$ cat src/rtl/flptm_pkg.sv
// shared constants, codes and port structs of the page table mapper
// no dependencies
package flptm_pkg;

  localparam int NUM_TABLES  = 16;
  localparam int IDX_W       = 9;
  localparam int ENTRIES     = 1 << IDX_W;
  localparam int TBL_W       = (NUM_TABLES > 1) ? $clog2(NUM_TABLES) : 1;
  localparam int ADDR_W      = TBL_W + IDX_W;
  localparam int DEPTH       = NUM_TABLES * ENTRIES;
  localparam int CNT_W       = $clog2(NUM_TABLES + 1);
  localparam int VA_W        = 48;
  localparam int PA_W        = 52;
  localparam int PFN_W       = 40;
  localparam int FLAGS_W     = 12;
  localparam int USED_W      = 5;
  localparam int ENTRY_W     = 64;
  localparam int WORD_W      = ENTRY_W + 1;
  localparam int PRESENT_BIT = 0;
  localparam int PS_BIT      = 7;

  typedef enum logic [1:0] {
    ACT_MAP_4K    = 2'd0,
    ACT_MAP_2M    = 2'd1,
    ACT_UNMAP_4K  = 2'd2,
    ACT_TRANSLATE = 2'd3
  } action_t;

  typedef enum logic [1:0] {
    ST_DONE        = 2'd0,
    ST_NO_TABLE    = 2'd1,
    ST_NOT_PRESENT = 2'd2
  } status_t;

  // store word: bit 64 is the table epoch tag, bits 63:0 the entry
  typedef struct packed {
    logic              we;
    logic [ADDR_W-1:0] addr;
    logic [WORD_W-1:0] data;
  } store_wr_t;

  typedef struct packed {
    logic              re;
    logic [ADDR_W-1:0] addr;
  } store_rd_t;

endpackage

$ cat src/rtl/flptm_pfn_alu.sv
// shared frame-number adder: pool offset of an entry, or address of a pool table
// depends on flptm_pkg
module flptm_pfn_alu (
  input  logic [flptm_pkg::PFN_W-1:0] a,
  input  logic [flptm_pkg::PFN_W-1:0] b,
  input  logic                        sub,
  output logic [flptm_pkg::PFN_W-1:0] sum,
  output logic                        in_pool,
  output logic [flptm_pkg::TBL_W-1:0] tbl
);

  logic [flptm_pkg::PFN_W-1:0] b_op;

  assign b_op    = sub ? ~b : b;
  assign sum     = a + b_op + flptm_pkg::PFN_W'(sub);
  // offset from the pool base must name one of the pool tables
  assign in_pool = (sum < flptm_pkg::PFN_W'(flptm_pkg::NUM_TABLES));
  assign tbl     = sum[flptm_pkg::TBL_W-1:0];

endmodule

$ cat config.mk
export PLATFORM = sky130hd
export DESIGN_NAME = flptm_pfn_alu
export DESIGN_NICKNAME = d
export VERILOG_FILES = /design/src/rtl/flptm_pkg.sv /design/src/rtl/flptm_pfn_alu.sv
export SDC_FILE = /design/constraint.sdc
export NUM_CORES = 1
export LEC_CHECK = 0
export BUFFER_PORTS_ARGS = -buffer_cell sky130_fd_sc_hd__buf_2
export CORE_MARGIN = 4
export CORE_UTILIZATION = 27
export DETAILED_ROUTE_END_ITERATION = 6
export PLACE_DENSITY = 0.46
export SYNTH_ARGS = -nofsm -noshare
export SYNTH_HDL_FRONTEND = slang
export SYNTH_SLANG_ARGS = --single-unit
$ cat constraint.sdc
create_clock -name vclk -period 10.05
set_input_delay 0.5025 -clock vclk [all_inputs]
set_output_delay 0.5025 -clock vclk [all_outputs]
set_load 0.005 [all_outputs]
**After elaboration in Yosys (flattened, before gate mapping)**

Cells that the tools add are included.

- Bitwise operators: 1
- Add/subtract/negate cells: 2
- Muxes and demuxes: 1
- Magnitude comparators: 1

Operators by type and width:

| operator | number |
|---|---|
| $add A40 B1 Y40 | 1 |
| $add A40 B40 Y40 | 1 |
| $lt A40 B5 Y1 const B | 1 |
| $mux W40 | 1 |
| $not A40 Y40 | 1 |

- Bits in registers: 0
- Output and inout port bits: 45

**Logic depth before layout (Yosys ltp)**

Gate-level depths: netlist of run 1.

- Word-level depth: 5
- Mapped depth: 15

**Least setup slack after synthesis of run 1**

OpenSTA, ideal clock, no wires.

- Kind: input -> output
- From: input sub
- To: output in_pool
- Setup slack: 5,343 ps
- Arrival: 4,205 ps
- Stages: 15
- Path buffers: 4
- Data required time: 9,547 ps
- Path through: buf_6 > clkbuf_1 > clkbuf_1 > xor2_1 > ha_1 > clkbuf_1 > a21oi_1 > o21ai_1 > o21bai_1 > o41ai_4 > xnor2_1 > or4_4 > nor4b_2 > nand4b_1 > and4bb_1

- Cells in the longest elaborated chain, start to end: 4

RTL lines:

| element | RTL line | source |
|---|---|---|
| from (decl) | flptm_pfn_alu.sv:6 | `input logic sub,` |
| $mux W40 | flptm_pfn_alu.sv:14 | `assign b_op = sub ? ~b : b;` |
| $add A40 B40 Y40 | flptm_pfn_alu.sv:15 | `assign sum = a + b_op + flptm_pkg::PFN_W'(sub);` |
| $add A40 B1 Y40 * | flptm_pfn_alu.sv:15 |  |
| named net sum, one bit | flptm_pfn_alu.sv:7 | `output logic [flptm_pkg::PFN_W-1:0] sum,` |
| $lt A40 B5 Y1 * | flptm_pfn_alu.sv:17 | `assign in_pool = (sum < flptm_pkg::PFN_W'(flptm_pkg::NUM_TABLES));` |
| to (decl) | flptm_pfn_alu.sv:8 | `output logic in_pool,` |

The timed path passes the listed nets; every way through them passes the cells marked *.

**Worst setup path after layout of run 1**

- From: input sub
- To: output in_pool

- Cells in the longest elaborated chain, start to end: 4

RTL lines:

| element | RTL line |
|---|---|
| $mux W40 | flptm_pfn_alu.sv:14 |
| $add A40 B40 Y40 | flptm_pfn_alu.sv:15 |
| $add A40 B1 Y40 * | flptm_pfn_alu.sv:15 |
| $lt A40 B5 Y1 * | flptm_pfn_alu.sv:17 |

Mark *: on every way between the ends. The rest lies on a longest branch, timed or not.

==> impl_metrics.toml, run 1 <==
[status]
status = "completed"

[finish]
final_cell_mix = "126 x buf_2, 47 x xor2_1, 39 x a21oi_1, 39 x nand2_1, 38 x ha_1"
regArea_um2 = 0
final_common_cell = "buf_2"
seq_cell_count = 0
antenna_cells = 0
finalNetCount = 691
n_fill_cell = 1299
nClkBuffers = 0
multi_input_area_mm2 = 0.00312
fin_util = 0.333
syn2layout_area_growth_pct = 21.1
drive_gt1_frac = 0.251

[drt]
wl_per_cell_um = 16.6
firstDrtPassIters = 4
drc = 0
postRouteAntennaNets = 0
drt-total-wl_um = 11900
drt-initial-drc-count = 137
vias_per_cell = 5.40
vias = 3868

[die]
die_w_um = 118
core_mm2 = 0.0120
row_count = 40
die_h_um = 118
die_area_mm2 = 0.0140
initial_core_util = 0.275
num_io_pins = 126

[critical_path]
critPathKind = "input pin to primary output"
worstSetupStartpointType = "input pin"
cp.arrival_ns = 4.67
cp_max_fo = 40
end_kind = "primary output"
crit_required_ns = 9.55

[clocking]
post_cts_resized = 0
cts_setup_buffers = 0
cts_hold_buf = 0

[power_and_ir_drop]
total_leakage_power_nw = 1.76
p_sw_frac = 0.584
p_seq_frac = 0
power.density_mw_per_mm2 = 104
power_frac_comb = 1.000
p_sw_uw = 243
clockPowerShare = 0
internal-power_uw = 173
ir_drop_v = 0.0000305

[timing]
min_period_over_period = 0.514
setup_viol_count_final = 0
fmax_ghz = 0.193
finalMaxSlewViolations = 0
fin_crit_ns = 5.17
worst-slew-pin-transition_ns = 0.604
grt_setup_unrepaired = "false"
relSlewSlack = 0.587
fin_setup_tns_ns = 0
hold_viol = 0

[hold_path]
holdPathStages = 3
hold_end = "sum[0]"
min_from = "a[0]"
hold_class = "input pin to primary output"

[synth]
syn_area_per_cell_um2 = 6.99
syn_inst = 470
synth-seq-area-share = 0
syn_nets = 590
ys_warn_count = 0
syn-cell-area_mm2 = 0.00328
ys_types = 70

[global_route]
grt_pass1_wl_um = 19200
antenna_found_initial = 0
grt-ovfl-total = 0
grt_pass1_vias = 3829
grt_start_max_net_pins = 41
grt_usage = 0.160

[run]
maxCapViolations = 0

[placement]
dp_hpwl_um = 10400
routabilityCongestion = 0.910
port_buffers = 126
[synth_stat cells, types with 3 or more instances]
master | n | area, um^2
inv_1 | 9 | 33.8
nand2_1 | 39 | 146
buf_4 | 4 | 30.0
ha_1 | 38 | 475
a21o_1 | 11 | 82.6
or3_1 | 12 | 75.1
o31ai_1 | 3 | 22.5
a211o_1 | 3 | 26.3
and2_1 | 11 | 68.8
o21bai_1 | 12 | 90.1
and3_1 | 5 | 31.3
o21a_1 | 11 | 82.6
nor3_1 | 14 | 70.1
o21ai_1 | 10 | 50.1
o211ai_1 | 7 | 52.6
and4_1 | 3 | 26.3
a211oi_1 | 10 | 75.1
clkbuf_1 | 22 | 82.6
nand4_1 | 15 | 93.8
nand3_1 | 5 | 25.0
nor2_1 | 34 | 128
xnor2_1 | 16 | 140
a21oi_1 | 39 | 195
a31oi_1 | 5 | 31.3
nor4_1 | 5 | 31.3
o21ai_0 | 24 | 120
xor2_1 | 47 | 412
[worst max-delay path, stage by stage]
cell	delay, ns
buf_2	0.08
buf_4	0.51
xor2_1	0.24
inv_1	0.08
fa_1	0.43
nand2b_1	0.18
a21oi_1	0.46
a41oi_1	0.30
a2111oi_0	0.66
o21a_1	0.21
o221a_1	0.18
nor4b_2	0.27
nand4b_1	0.15
and4bb_1	0.30
buf_2	0.11
[power groups by stage]
| stage | Sequential [mW] | Clock [mW] | Combinational, mW |
|---|---|---|---|
| floorplan | 0 | 0 | 0.274 |
| global placement | 0 | 0 | 0.420 |
| detailed placement | 0 | 0 | 0.416 |
| CTS | 0 | 0 | 0.418 |
| global route | 0 | 0 | 0.460 |
| finish | 0 | 0 | 0.415 |
[through the flow]
step           std cells  worst slack, ns  hold slack (ns)  cell area, um^2  power, mW
2_1_floorplan        470             5.34             1.07             3280      0.274
3_3_place_gp         716             4.79             1.33             3980      0.420
3_5_place_dp         716             4.77             1.32             3980      0.416
4_1_cts              716             4.76             1.32             3980      0.418
5_1_grt              716             4.38             1.33             3980      0.460
6_report             716             4.88             1.32             3980      0.415
[routing by layer]
| metal | vias to the layer above | wire length (um) | global-route usage |
|---|---|---|---|
| li1 | 1979 | - | - |
| met1 | 1757 | 5690 | 0.225 |
| met2 | 114 | 5370 | 0.264 |
| met5 | - | 0 | 0 |
| met4 | 0 | 234 | 0.0286 |
| met3 | 18 | 612 | 0.0211 |
[worst max path at each step]
stage	end	depth (start not counted)	slack, ns	startpoint
final	in_pool	15	4.88	sub
after global routing	in_pool	15	4.38	sub
after CTS	in_pool	15	4.76	sub
after detailed placement	in_pool	15	4.77	sub
after global placement	in_pool	15	4.79	sub
after floorplan	in_pool	15	5.34	sub
[cells by family after synthesis]
kind of cell               Yosys count  share of synthesized area
and+or+nand+nor                    156                      0.247
muxes                                5                     0.0198
xor gates and xnor gates            63                      0.168
buffers and inverters               37                     0.0495
adders and majority gates           39                      0.151
AOI/OAI and AO/OA                  170                      0.365
[final cells by class]
| cell class | instances | area share |
|---|---|---|
| multi-input combinational | 433 | 0.785 |
| timing repair buffer | 127 | 0.160 |
| inverter | 9 | 0.00849 |
| tap | 147 | 0.0462 |
Note: power is estimated with default switching activity, not from simulation.
==> run 2: changes to the inputs <==
--- a/config.mk
+++ b/config.mk
@@ -9,7 +9,7 @@
 export CORE_MARGIN = 4
 export CORE_UTILIZATION = 27
 export DETAILED_ROUTE_END_ITERATION = 6
-export PLACE_DENSITY = 0.46
+export PLACE_DENSITY = 0.48
 export SYNTH_ARGS = -nofsm -noshare
 export SYNTH_HDL_FRONTEND = slang
 export SYNTH_SLANG_ARGS = --single-unit
==> constraint.sdc (replaced) <==
create_clock -name vclk -period 4.51
set_input_delay 0.2255 -clock vclk [all_inputs]
set_output_delay 0.2255 -clock vclk [all_outputs]
set_load 0.005 [all_outputs]
==> run 2 against run 1 <==
Compared with the run above:
- combinational power rose by 120%
- global-route usage rose by 0.15 points
- sequential share of layout area did not move
- critical path type unchanged
- first-iteration DRC count rose by 42%
- sequential cell count did not move
- count of clock-buffer cells in the layout did not move
==> impl_metrics.toml, run 2 (synthesized netlist as in run 1, its figures left out) <==
[timing]
finalMaxSlewViolations = 0
setup_viol_count_final = 0
min_period_over_period = 0.907
fin_setup_tns_ns = 0
layout_setup_ws_ns = 0.419
relSlewSlack = 0.582
worst-slew-pin-transition_ns = 0.619
fmax_ghz = 0.244
hold_viol = 0
grt_setup_unrepaired = "false"
fin_crit_ns = 4.09
hold_ws_ns = 0.770

[finish]
regArea_um2 = 0
antenna_cells = 0
n_fill_cell = 1341
seq_cell_count = 0
final_common_cell = "buf_2"
final_cell_mix = "126 x buf_2, 47 x xor2_1, 39 x a21oi_1, 39 x nand2_1, 38 x ha_1"
nClkBuffers = 0
fin_area_mm2 = 0.00401
finalNetCount = 694
drive_gt1_frac = 0.255
fin_util = 0.335
syn2layout_area_growth_pct = 22.2
final_cell_count_no_fill = 719

[run]
maxCapViolations = 0

[die]
num_io_pins = 126
core_mm2 = 0.0120
die_w_um = 118
row_count = 40
die_area_mm2 = 0.0140
initial_core_util = 0.275
die_h_um = 118

[global_route]
grt_pass1_vias = 3810
grt_start_max_net_pins = 21
antenna_found_initial = 0
grt_usage = 0.162
grt_pass1_wl_um = 19500
grt-ovfl-total = 0

[status]
status = "completed"

[power_and_ir_drop]
power.density_mw_per_mm2 = 231
power.total_uw = 928
total_leakage_power_nw = 1.78
ir_drop_v = 0.0000748

[drt]
wl_per_cell_um = 16.7
drt-total-wl_um = 12000
vias = 3851
drt-initial-drc-count = 194
drc = 0
firstDrtPassIters = 4
vias_per_cell = 5.36
postRouteAntennaNets = 0

[critical_path]
cp_common_cell = "buf_2"
crit_required_ns = 4.28
cp_max_fo = 20
cp_slowest_stage_delay_ns = 0.52
slowest_stage = "ha_1"
cp.arrival_ns = 3.87
worstSetupStartpointType = "input pin"
critPathKind = "input pin to primary output"
end_kind = "primary output"
crit_chain = "buf_2 -> buf_12 -> xor2_1 -> ha_1 -> a21oi_1 -> o21ai_1 -> o21bai_1 -> o41ai_4 -> xnor2_1 -> or4_4 -> nor4b_2 -> nand4b_1 -> and4bb_1 -> buf_2"

[placement]
dp_hpwl_um = 10500
port_buffers = 126
routabilityCongestion = 0.870
place_inst = 719
dp_worst_setup_slack_ns = 0.418
placed_area_mm2 = 0.00401

[clocking]
post_cts_resized = 0
cts_setup_buffers = 0
cts_hold_buf = 0

[hold_path]
hold_class = "input pin to primary output"
holdPathStages = 3
hold_end = "tbl[0]"
min_from = "a[0]"
-- run 2: changes by cell type in the layout (fill, tap and decap cells not counted) --
cell	previous run	this run
buf_4	1	3
buf_12	0	1
-- run 2: where the power goes --
part           internal (mW)  total, mW  switching [mW]
Combinational          0.389      0.928           0.539
Clock                      0          0               0
Sequential                 0          0               0
-- run 2: how the worst max path moves through the flow --
stage / start / to / slack (ns) / depth (start not counted)
after floorplan: sub / in_pool / 0.36 / 15
after global routing: sub / in_pool / 0.17 / 14
after global placement: sub / in_pool / 0.40 / 14
after detailed placement: sub / in_pool / 0.42 / 14
final: sub / in_pool / 0.42 / 14
after CTS: sub / in_pool / 0.41 / 14
-- run 2: metal layers --
| metal | part of all wire | track usage | vias up |
|---|---|---|---|
| met3 | 0.040 | 0.00813 | 4 |
| li1 | - | - | 1981 |
| met4 | 0.0052 | 0.0103 | 0 |
| met2 | 0.47 | 0.285 | 109 |
| met5 | 0 | 0 | - |
| met1 | 0.49 | 0.228 | 1757 |
-- run 2: layout make-up --
cell class | count | area, um^2 | share of cell area
multi-input cells | 433 | 3120 | 0.778
repair buffers | 130 | 673 | 0.168
well taps | 147 | 184 | 0.0458
inverters | 9 | 33.8 | 0.00842
-- run 2: worst max-delay path: cells and delay by family --
kind	cells	cell delay, ns
buffers and inverters	3	0.39
AO/OA/AOI/OAI	4	0.99
AND/OR/NAND/NOR	4	1.35
XOR/XNOR	2	0.37
adder cells (fa/ha/maj)	1	0.52
==> run 3: changes to the inputs <==
--- a/config.mk
+++ b/config.mk
@@ -5,11 +5,11 @@
 export SDC_FILE = /design/constraint.sdc
 export NUM_CORES = 1
 export LEC_CHECK = 0
-export BUFFER_PORTS_ARGS = -buffer_cell sky130_fd_sc_hd__buf_2
 export CORE_MARGIN = 4
 export CORE_UTILIZATION = 27
 export DETAILED_ROUTE_END_ITERATION = 6
-export PLACE_DENSITY = 0.48
+export DONT_BUFFER_PORTS = 1
+export PLACE_DENSITY = 0.39
 export SYNTH_ARGS = -nofsm -noshare
 export SYNTH_HDL_FRONTEND = slang
 export SYNTH_SLANG_ARGS = --single-unit
==> run 3 against run 2 <==
Compared with the run above:
- first-iteration DRC count down 22%
- worst setup slack better by 0.19 ns
- final area down 17%
- global-route usage down 0.85 points
- non-clock buffer count down 130
- sequential share of layout area unchanged
- fmax up 4.8%
- power down 16%
- routed wire length down 5.6%
- cell count down 18%
- largest power group unchanged
==> impl_metrics.toml, run 3 (synthesized netlist as in run 1, its figures left out) <==
[status]
status = "completed"

[drt]
wl_met3_um = 776
route.top_layer_used = "met4"
wl_met1_um = 5390
vias_per_cell = 5.77
vias = 3401
met2RoutedLength_um = 5090
drt-total-wl_um = 11300
postRouteAntennaNets = 0
drt-initial-drc-count = 151
firstDrtPassIters = 4
wl_per_cell_um = 19.2
drc = 0

[global_route]
antenna_found_initial = 0
grt_pass1_vias = 3407
grt-ovfl-total = 0
grt_usage = 0.153
grt_pass1_wl_um = 18300
grt_start_max_net_pins = 41

[timing]
relSlewSlack = 0.564
grt_setup_unrepaired = "false"
fin_crit_ns = 3.90
finalMaxSlewViolations = 0
fin_setup_tns_ns = 0
min_period_over_period = 0.865
setup_viol_count_final = 0
worst-slew-pin-transition_ns = 0.646
fmax_ghz = 0.256
hold_viol = 0

[critical_path]
crit_required_ns = 4.28
critPathKind = "input pin to primary output"
cp_max_fo = 40
worstSetupStartpointType = "input pin"
cp.arrival_ns = 3.68
end_kind = "primary output"

[die]
die_w_um = 118
core_mm2 = 0.0120
die_area_mm2 = 0.0140
die_h_um = 118
row_count = 40
initial_core_util = 0.275
num_io_pins = 126

[power_and_ir_drop]
total_leakage_power_nw = 1.26
p_sw_frac = 0.633
clockPowerShare = 0
power_frac_comb = 1.000
ir_drop_v = 0.0000650
p_seq_frac = 0
internal-power_uw = 285
p_sw_uw = 493
power.density_mw_per_mm2 = 233

[finish]
syn2layout_area_growth_pct = 1.68
final_common_cell = "xor2_1"
regArea_um2 = 0
antenna_cells = 0
seq_cell_count = 0
fin_util = 0.279
finalNetCount = 564
final_cell_mix = "47 x xor2_1, 39 x a21oi_1, 39 x nand2_1, 38 x ha_1, 34 x nor2_1"
nClkBuffers = 0
drive_gt1_frac = 0.0362
n_fill_cell = 1314

[placement]
port_buffers = 0
dp_hpwl_um = 9790
routabilityCongestion = 0.869

[hold_path]
hold_class = "input pin to primary output"

[run]
maxCapViolations = 0

[clocking]
cts_hold_buf = 0
cts_setup_buffers = 0
post_cts_resized = 0
## run 3: per-layer routing
metal / vias to the layer above / GRT usage
li1: 1720 / -
met1: 1579 / 0.215
met2: 96 / 0.254
met3: 6 / 0.0301
met4: 0 / 0.0103
met5: - / 0
## run 3: power groups by stage
| stage | logic (mW) | clock network, mW | registers [mW] |
|---|---|---|---|
| floorplan | 0.612 | 0 | 0 |
| detailed placement | 0.775 | 0 | 0 |
| finish | 0.778 | 0 | 0 |
| global route | 0.862 | 0 | 0 |
| CTS | 0.780 | 0 | 0 |
| global placement | 0.779 | 0 | 0 |
## run 3: final cells by class
class                      instances  area [um^2]  area share
inverter                           9         33.8      0.0101
multi-input combinational        433         3120       0.935
tap                              147          184      0.0551
## run 3: metrics by stage
step | cell area (um^2) | power, mW | hold slack (ns) | std cells | setup WS [ns]
after floorplan | 3280 | 0.612 | 0.514 | 470 | 0.357
after global placement | 3340 | 0.779 | 0.535 | 589 | 0.659
after detailed placement | 3340 | 0.775 | 0.534 | 589 | 0.618
after CTS | 3340 | 0.780 | 0.534 | 589 | 0.543
after global routing | 3340 | 0.862 | 0.537 | 589 | 0.294
final | 3340 | 0.778 | 0.532 | 589 | 0.608
## run 3: final timing paths
path              cells after the start  start      end
setup / recovery                     12    sub  in_pool
hold / removal                        1   b[0]   tbl[0]
## run 3: critical path, cell delays in order
cell and delay (ns):
xor2_1 0.18, inv_1 0.08, fa_1 0.42, nand2b_1 0.18, a21oi_1 0.48, a41oi_1 0.29
a211oi_1 0.51, o21ai_0 0.19, a32o_1 0.27, nor4b_2 0.30, nand4b_1 0.21, and4bb_1 0.34
